### src/design/fpp_pkg.sv
// Shared types and widths for the fitness-proportional pool builder.
`default_nettype none

package fpp_pkg;

  // Field and datapath widths.
  localparam int SCORE_W = 16;
  localparam int SQ_W    = 31;
  localparam int SUM_W   = 36;
  localparam int CNT_W   = 7;
  localparam int MIDX_W  = 6;
  localparam int QUO_W   = 7;
  localparam int DIVD_W  = SUM_W + 1;
  localparam int DSR_W   = SUM_W + QUO_W - 1;

  // Write port from the front part into the weight store.
  typedef struct packed {
    logic              en;
    logic [MIDX_W-1:0] addr;
    logic [SQ_W-1:0]   data;
  } store_wr_t;

  // Pass request: member count and sum of squares of one population.
  typedef struct packed {
    logic [CNT_W-1:0] n;
    logic [SUM_W-1:0] sum;
  } pass_cmd_t;

  // Result status codes.
  localparam logic STATUS_OK    = 1'b0;
  localparam logic STATUS_EMPTY = 1'b1;

endpackage

`default_nettype wire

### src/design/fpp_front.sv
// Front part: accepts scores, squares them, fills the store and queues pass requests.
`default_nettype none

module fpp_front #(
  parameter int MAX_MEMBERS = 32
) (
  input  wire logic                              clk,
  input  wire logic                              rst,
  input  wire logic                              start,
  input  wire logic signed [fpp_pkg::SCORE_W-1:0] fitness_score,
  input  wire logic                              last_member,
  input  wire logic                              pass_done,
  output logic                                   busy,
  output fpp_pkg::store_wr_t                     wr,
  output logic                                   push,
  output fpp_pkg::pass_cmd_t                     cmd
);

  logic                          accept;
  logic [fpp_pkg::SCORE_W-1:0]   raw;
  logic [fpp_pkg::SCORE_W-1:0]   mag;
  logic [2*fpp_pkg::SCORE_W-1:0] sq_full;
  logic [fpp_pkg::SQ_W-1:0]      sq_r;
  logic                          last_r;
  logic                          vld_r;
  logic [fpp_pkg::CNT_W-1:0]     count;
  logic [fpp_pkg::CNT_W-1:0]     count_next;
  logic [fpp_pkg::SUM_W-1:0]     sum;
  logic [fpp_pkg::SUM_W-1:0]     sum_next;
  logic                          room;

  assign accept = start && !busy;

  // Magnitude of the score and its square.
  always_comb begin
    raw     = fitness_score;
    mag     = raw[fpp_pkg::SCORE_W-1] ? (fpp_pkg::SCORE_W'(0) - raw) : raw;
    sq_full = mag * mag;
  end

  // Store slot, running count and sum after the registered item.
  always_comb begin
    room       = (count < fpp_pkg::CNT_W'(MAX_MEMBERS));
    count_next = room ? count + fpp_pkg::CNT_W'(1) : count;
    sum_next   = room ? fpp_pkg::SUM_W'(sum + fpp_pkg::SUM_W'(sq_r)) : sum;
  end

  assign wr.en   = vld_r && room;
  assign wr.addr = count[fpp_pkg::MIDX_W-1:0];
  assign wr.data = sq_r;
  assign push    = vld_r && last_r;
  assign cmd.n   = count_next;
  assign cmd.sum = sum_next;

  always_ff @(posedge clk) begin
    if (rst) begin
      vld_r <= 1'b0;
      count <= '0;
      sum   <= '0;
      busy  <= 1'b0;
    end else begin
      vld_r <= accept;
      if (vld_r) begin
        if (last_r) begin
          count <= '0;
          sum   <= '0;
        end else begin
          count <= count_next;
          sum   <= sum_next;
        end
      end
      // Busy from a last item until its pass has delivered its final result.
      if (accept && last_member) begin
        busy <= 1'b1;
      end else if (pass_done) begin
        busy <= 1'b0;
      end
    end
    if (accept) begin
      sq_r   <= sq_full[fpp_pkg::SQ_W-1:0];
      last_r <= last_member;
    end
  end

  // A last item in the square stage always finds the block busy.
  a_last_busy: assert property (@(posedge clk) disable iff (rst)
    vld_r && last_r |-> busy)
    else $error("last item in flight while not busy");

  // The member count never exceeds the store depth.
  a_count_range: assert property (@(posedge clk) disable iff (rst)
    count <= fpp_pkg::CNT_W'(MAX_MEMBERS))
    else $error("member count beyond store depth");

endmodule

`default_nettype wire

### src/design/fpp_cmd_fifo.sv
// Two-entry queue of pass requests between the front and back parts.
`default_nettype none

module fpp_cmd_fifo (
  input  wire logic               clk,
  input  wire logic               rst,
  input  wire logic               push,
  input  wire fpp_pkg::pass_cmd_t din,
  input  wire logic               pop,
  output fpp_pkg::pass_cmd_t      dout,
  output logic                    empty
);

  fpp_pkg::pass_cmd_t entries [2];
  logic               wr_ptr;
  logic               rd_ptr;
  logic [1:0]         fill;

  assign dout  = entries[rd_ptr];
  assign empty = (fill == 2'd0);

  always_ff @(posedge clk) begin
    if (rst) begin
      wr_ptr <= 1'b0;
      rd_ptr <= 1'b0;
      fill   <= 2'd0;
    end else begin
      if (push) begin
        wr_ptr <= !wr_ptr;
      end
      if (pop) begin
        rd_ptr <= !rd_ptr;
      end
      if (push && !pop) begin
        fill <= fill + 2'd1;
      end else if (pop && !push) begin
        fill <= fill - 2'd1;
      end
    end
    if (push) begin
      entries[wr_ptr] <= din;
    end
  end

  // No push into a full queue, no pop from an empty one.
  a_no_overflow: assert property (@(posedge clk) disable iff (rst)
    push |-> fill != 2'd2)
    else $error("pass queue overflow");

  a_no_underflow: assert property (@(posedge clk) disable iff (rst)
    pop |-> fill != 2'd0)
    else $error("pass queue underflow");

endmodule

`default_nettype wire

### src/design/fpp_back.sv
// Back part: weight store and the pass that divides each weight and emits pool entries.
`default_nettype none

module fpp_back #(
  parameter int MAX_MEMBERS = 32
) (
  input  wire logic                        clk,
  input  wire logic                        rst,
  input  wire fpp_pkg::store_wr_t          wr,
  input  wire fpp_pkg::pass_cmd_t          cmd,
  input  wire logic                        cmd_empty,
  output logic                             cmd_pop,
  output logic                             pass_done,
  output logic                             result_strobe,
  output logic [fpp_pkg::MIDX_W-1:0]       member_index,
  output logic                             status,
  output logic                             last_of_run
);

  localparam int IDX_W = (MAX_MEMBERS > 1) ? $clog2(MAX_MEMBERS) : 1;

  typedef enum logic [2:0] {
    S_IDLE,
    S_READ,
    S_MUL,
    S_DIV,
    S_EMIT,
    S_FLUSH
  } state_t;

  state_t                         state;
  logic [fpp_pkg::SQ_W-1:0]       store [MAX_MEMBERS];
  logic [fpp_pkg::SQ_W-1:0]       rd_data;
  logic [fpp_pkg::CNT_W-1:0]      n_r;
  logic [fpp_pkg::SUM_W-1:0]      sum_r;
  logic [fpp_pkg::CNT_W-1:0]      idx;
  logic [fpp_pkg::CNT_W-1:0]      idx_inc;
  logic [fpp_pkg::DIVD_W-1:0]     rem;
  logic [fpp_pkg::DSR_W-1:0]      dsr;
  logic [fpp_pkg::QUO_W-1:0]      quo;
  logic [2:0]                     bitc;
  logic                           fits;
  logic [fpp_pkg::MIDX_W-1:0]     held_idx;
  logic                           held_vld;

  assign cmd_pop = (state == S_IDLE) && !cmd_empty;
  assign idx_inc = idx + fpp_pkg::CNT_W'(1);
  assign fits    = (fpp_pkg::DSR_W'(rem) >= dsr);

  // Weight store: written by the front part, read with a registered port.
  always_ff @(posedge clk) begin
    if (wr.en) begin
      store[wr.addr[IDX_W-1:0]] <= wr.data;
    end
    if (state == S_READ) begin
      rd_data <= store[idx[IDX_W-1:0]];
    end
  end

  // Pass sequencer: read, scale by n, divide one quotient bit a cycle, emit.
  always_ff @(posedge clk) begin
    if (rst) begin
      state         <= S_IDLE;
      result_strobe <= 1'b0;
      pass_done     <= 1'b0;
      held_vld      <= 1'b0;
    end else begin
      result_strobe <= 1'b0;
      pass_done     <= 1'b0;
      case (state)
        S_IDLE: begin
          if (!cmd_empty) begin
            n_r      <= cmd.n;
            sum_r    <= cmd.sum;
            idx      <= '0;
            held_vld <= 1'b0;
            if (cmd.sum == '0) begin
              // All scores zero: a single empty-pool result.
              result_strobe <= 1'b1;
              member_index  <= '0;
              status        <= fpp_pkg::STATUS_EMPTY;
              last_of_run   <= 1'b1;
              pass_done     <= 1'b1;
            end else begin
              state <= S_READ;
            end
          end
        end
        S_READ: begin
          state <= S_MUL;
        end
        S_MUL: begin
          rem   <= fpp_pkg::DIVD_W'(rd_data * n_r);
          dsr   <= {sum_r, (fpp_pkg::QUO_W-1)'(0)};
          quo   <= '0;
          bitc  <= 3'(fpp_pkg::QUO_W - 1);
          state <= S_DIV;
        end
        S_DIV: begin
          if (fits) begin
            rem <= rem - dsr[fpp_pkg::DIVD_W-1:0];
          end
          quo  <= {quo[fpp_pkg::QUO_W-2:0], fits};
          dsr  <= dsr >> 1;
          bitc <= bitc - 3'd1;
          if (bitc == 3'd0) begin
            state <= S_EMIT;
          end
        end
        S_EMIT: begin
          if (quo != '0) begin
            // Hold one entry back so the final one can carry last_of_run.
            if (held_vld) begin
              result_strobe <= 1'b1;
              member_index  <= held_idx;
              status        <= fpp_pkg::STATUS_OK;
              last_of_run   <= 1'b0;
            end
            held_idx <= idx[fpp_pkg::MIDX_W-1:0];
            held_vld <= 1'b1;
            quo      <= quo - fpp_pkg::QUO_W'(1);
          end else if (idx_inc == n_r) begin
            state <= S_FLUSH;
          end else begin
            idx   <= idx_inc;
            state <= S_READ;
          end
        end
        S_FLUSH: begin
          result_strobe <= 1'b1;
          member_index  <= held_idx;
          status        <= fpp_pkg::STATUS_OK;
          last_of_run   <= 1'b1;
          pass_done     <= 1'b1;
          held_vld      <= 1'b0;
          state         <= S_IDLE;
        end
        default: begin
          state <= S_IDLE;
        end
      endcase
    end
  end

  // An empty-pool result is the sole result of its run, at index zero.
  a_empty_result: assert property (@(posedge clk) disable iff (rst)
    result_strobe && status == fpp_pkg::STATUS_EMPTY |-> last_of_run && member_index == '0)
    else $error("malformed empty-pool result");

  // The end of a pass coincides with its final result.
  a_done_last: assert property (@(posedge clk) disable iff (rst)
    pass_done |-> result_strobe && last_of_run)
    else $error("pass ended without a final result");

  // A nonzero sum always yields at least one held entry before the flush.
  a_flush_held: assert property (@(posedge clk) disable iff (rst)
    state == S_FLUSH |-> held_vld)
    else $error("flush without a pending entry");

endmodule

`default_nettype wire

### src/design/fitness_proportional_pool_builder_top.sv
// Top level of the fitness-proportional pool builder.
// Scores are taken one per cycle while busy is low and written to the store in the cycle after acceptance.
// A last item raises busy; its pass reads each stored member, multiplies it by n, divides
// it in seven divide steps and emits that member's pool entries before the next member.
// The run ends with last_of_run; busy falls at the edge that ends that cycle, and
// results cannot stall. Reset clears the count, sum and pass queue; the weight store
// holds no reset value.
`default_nettype none

module fitness_proportional_pool_builder_top #(
  parameter int MAX_MEMBERS = 32
) (
  input  wire logic                               clk,
  input  wire logic                               rst,
  input  wire logic                               start,
  output logic                                    busy,
  input  wire logic signed [fpp_pkg::SCORE_W-1:0] fitness_score,
  input  wire logic                               last_member,
  output logic                                    result_strobe,
  output logic [fpp_pkg::MIDX_W-1:0]              member_index,
  output logic                                    status,
  output logic                                    last_of_run
);

  fpp_pkg::store_wr_t wr;
  fpp_pkg::pass_cmd_t push_cmd;
  fpp_pkg::pass_cmd_t head_cmd;
  logic               push;
  logic               pop;
  logic               empty;
  logic               pass_done;

  // Front part: intake, squaring, store writes and pass requests.
  fpp_front #(
    .MAX_MEMBERS(MAX_MEMBERS)
  ) u_front (
    .clk          (clk),
    .rst          (rst),
    .start        (start),
    .fitness_score(fitness_score),
    .last_member  (last_member),
    .pass_done    (pass_done),
    .busy         (busy),
    .wr           (wr),
    .push         (push),
    .cmd          (push_cmd)
  );

  // Queue of pass requests.
  fpp_cmd_fifo u_fifo (
    .clk  (clk),
    .rst  (rst),
    .push (push),
    .din  (push_cmd),
    .pop  (pop),
    .dout (head_cmd),
    .empty(empty)
  );

  // Back part: store and pool emission.
  fpp_back #(
    .MAX_MEMBERS(MAX_MEMBERS)
  ) u_back (
    .clk          (clk),
    .rst          (rst),
    .wr           (wr),
    .cmd          (head_cmd),
    .cmd_empty    (empty),
    .cmd_pop      (pop),
    .pass_done    (pass_done),
    .result_strobe(result_strobe),
    .member_index (member_index),
    .status       (status),
    .last_of_run  (last_of_run)
  );

endmodule

`default_nettype wire
### config.mk
export PLATFORM = sky130hd
export DESIGN_NAME = fitness_proportional_pool_builder_top
export DESIGN_NICKNAME = d
export VERILOG_FILES = /design/src/design/fpp_pkg.sv /design/src/design/fpp_front.sv /design/src/design/fpp_cmd_fifo.sv /design/src/design/fpp_back.sv /design/src/design/fitness_proportional_pool_builder_top.sv
export SDC_FILE = /design/constraint.sdc
export NUM_CORES = 2
export LEC_CHECK = 0
export BUFFER_PORTS_ARGS = -buffer_cell sky130_fd_sc_hd__buf_2
export CAP_MARGIN = 40
export CORE_MARGIN = 5
export CORE_UTILIZATION = 50
export DETAILED_ROUTE_END_ITERATION = 8
export GPL_TIMING_DRIVEN = 0
export PLACE_DENSITY = 0.63
export SLEW_MARGIN = 30
export SYNTH_ARGS = -nofsm -noshare
export SYNTH_HDL_FRONTEND = slang
export SYNTH_SLANG_ARGS = --single-unit
### constraint.sdc
create_clock -name clk -period 9.2 [get_ports clk]
set_input_delay 0 -clock clk [delete_from_list [all_inputs] [get_ports clk]]
set_output_delay 0 -clock clk [all_outputs]
set_load 0.01 [all_outputs]
==> reports/qor.csv <==
metric,value,unit
post-synthesis cell count,4472,
gr usage total,0.235,
overall routed net length,164000,um
post-synth top area share,0.566,
largest net degree at the start of global routing,44,
antenna violations before repair,9,
vias in the first global route,39800,
yosys warns,0,
area of the mapped netlist,66800,um^2
CTS Buffer Depth,3,
Die Ht,376,um
Post-synth top flop,edfxtp_1,
crit path max fanout,18,
H-Tree Depth,4,
core area,133000,um^2
crit end category,flip-flop,
met1 GRT Util,0.327,
share of cells above drive strength 1,0.173,
cell area after layout,76700,um^2
status,"finished, final reports clean",
IO Pins,30,
Hold Fails Final Rpt,0,
WL per Instance,24.6,um
CP max stage cell,xnor2_1,
row cnt,134,
register area,39000,um^2
TritonCTS Buffers,139,
area occupied by multi-input gates,26000,um^2
vias per cell,5.82,
DPL Wire Length,123000,um
layer with the highest usage,met2,
Die ar.,141000,um^2
met2 Use GR,0.386,
relative slew slack,0.369,
"delay-heaviest family, CP",adder cells,
unrepaired setup endpoints after global routing,no,
Post-synth EDFFs,1260,
top-count cell post-synth,edfxtp_1,
CTS root buffer,clkbuf_16,
initial DRC count,3529,
max_cap viols,0,
Worst Path Buf+Inv,7,
Synth area leaders,"edfxtp_1, mux4_2, fa_1",
Worst Tran Pin Value,944,ps
clk sinks,1316,
final cell count without fillers,6677,
nets@finish,5351,
WS Path Type,input pin to flip-flop,
met3 Usage GRT,0.0388,
Die Wd,376,um
Final min period,8340,ps
first-pass GRT wire length,249000,um
Fillers,10300,
post-synth top area cell,edfxtp_1,
via count,38800,
"FF+latch count, synth",1316,
Buffers on Ports,28,
Post-DP Area,72000,um^2
crit share post-route,0.906,
final count of negative-setup-slack endpoints,0,
Final GP Congestion,0.887,
CP Data Arrival Time,8850,ps
Worst path max stage delay,570,ps
post-CTS sizing,0,
clk_lat worst skew,770,ps
Final Skew,48.8,ps
Routed Antenna Nets,0,
CP startpoint kind,input pin,
WP data required,9710,ps
Post-CTS Setup Inserts,0,
ys async rst share,0,
Hold Crit Class,input pin to flip-flop,
Post-route DRC,0,
Max Transition Viols Final,0,
Avg Inst Size Synth,14.9,um^2
placed instance count,6417,
Max Clk Rate,120,MHz
CP dominant cell by count,fa_1,
Initial Util,0.502,
Pre-Repair DR Iteration Count,6,
"CTS clk-pin slew, worst paths",60,ps
CTS tree,built,
Netlist cell types,86,
synth cell count leaders,"edfxtp_1, nand2_1, inv_1",
GRT overflow,0,
register area share after synthesis,0.583,
Area Growth Syn to Fin,14.8,%
-- flip-flops by register name, summed over array words and instances, names as in the netlist, 30 cells and up, named ones only --
name and flops:
u_back.store 960, u_back.rd_data 30, u_fifo.entries 86, u_front.sum 36, u_back.rem 37, u_front.sq_r 30
u_back.sum_r 36, u_back.dsr 42
-- logic make-up after synthesis --
group           share of synthesized area
compound gates                     0.0521
fa+ha+maj                           0.133
simple gates                       0.0624
flops                               0.583
xor+xnor                           0.0215
mux                                 0.114
buf+inv                            0.0334
other cells                      0.000112
-- layer usage --
metal,vias up,share of wire
li1,17100,-
met2,1394,0.48
met1,20100,0.42
met5,-,0
met4,0,0.031
met3,241,0.069
-- what timing repair did --
action / in CTS / in global routing
setup endpoints to repair: 0 / 1
hold endpoints to repair: 56 / 0
hold buffers: 9 / 0
-- layout make-up --
class | instances | area share
Multi-Input combinational cell | 2576 | 0.339
Sequential cell | 1316 | 0.508
Clock buffer | 165 | 0.0472
Timing Repair Buffer | 178 | 0.0349
Antenna cell | 3 | 0.0000979
Clock inverter | 80 | 0.0123
Tap cell | 1768 | 0.0289
Inverter | 417 | 0.0204
Buffer | 174 | 0.00899
-- worst paths after layout --
path	start	endpoint	slack, ps	cells past startpoint
max	fitness_score[0]	u_front.sq_r[27]	860	31
min	last_member	u_front.last_r	90	2
max reg2reg	u_back.n_r[5]	u_back.rem[33]	2590	18
min reg2reg	u_front.sum[28]	u_front.sum[28]	500	2
-- placed cells by master, fill, tap and decap left out, drive strengths merged, types with 12 or more instances in the layout --
master,instances
clkinv,58
and2,59
inv,421
buf,195
or3,12
ha,226
xor2,65
bufinv,14
edfxtp,1260
o21ai,155
o21bai,19
xnor2,98
nor2b,15
nand3,41
nor3,24
and3,15
clkbuf,313
a21oi,160
o21a,19
a211oi,16
nor2,228
a31oi,15
nand2b,16
mux2,75
conb,14
nor4,13
dfxtp,56
fa,303
mux4,300
a22oi,19
nand2,449
a21o,61
nand4,27
-- through the flow --
| stage | TNS, ps | setup WS, ps | hold slack [ps] | utilization |
|---|---|---|---|---|
| 2_1_floorplan | 0 | 2060 | 98.9 | - |
| 3_3_place_gp | -89.1 | -89.1 | 299 | 0.520 |
| 3_5_place_dp | 0 | 190 | 289 | 0.541 |
| 4_1_cts | 0 | 457 | 14.2 | 0.576 |
| 5_1_grt | 0 | 323 | 64.5 | 0.576 |
| 6_report | 0 | 862 | 90.4 | 0.576 |
Power is not shown: default switching activity piles up to over one toggle a cycle in this logic, so the estimate is an artifact.
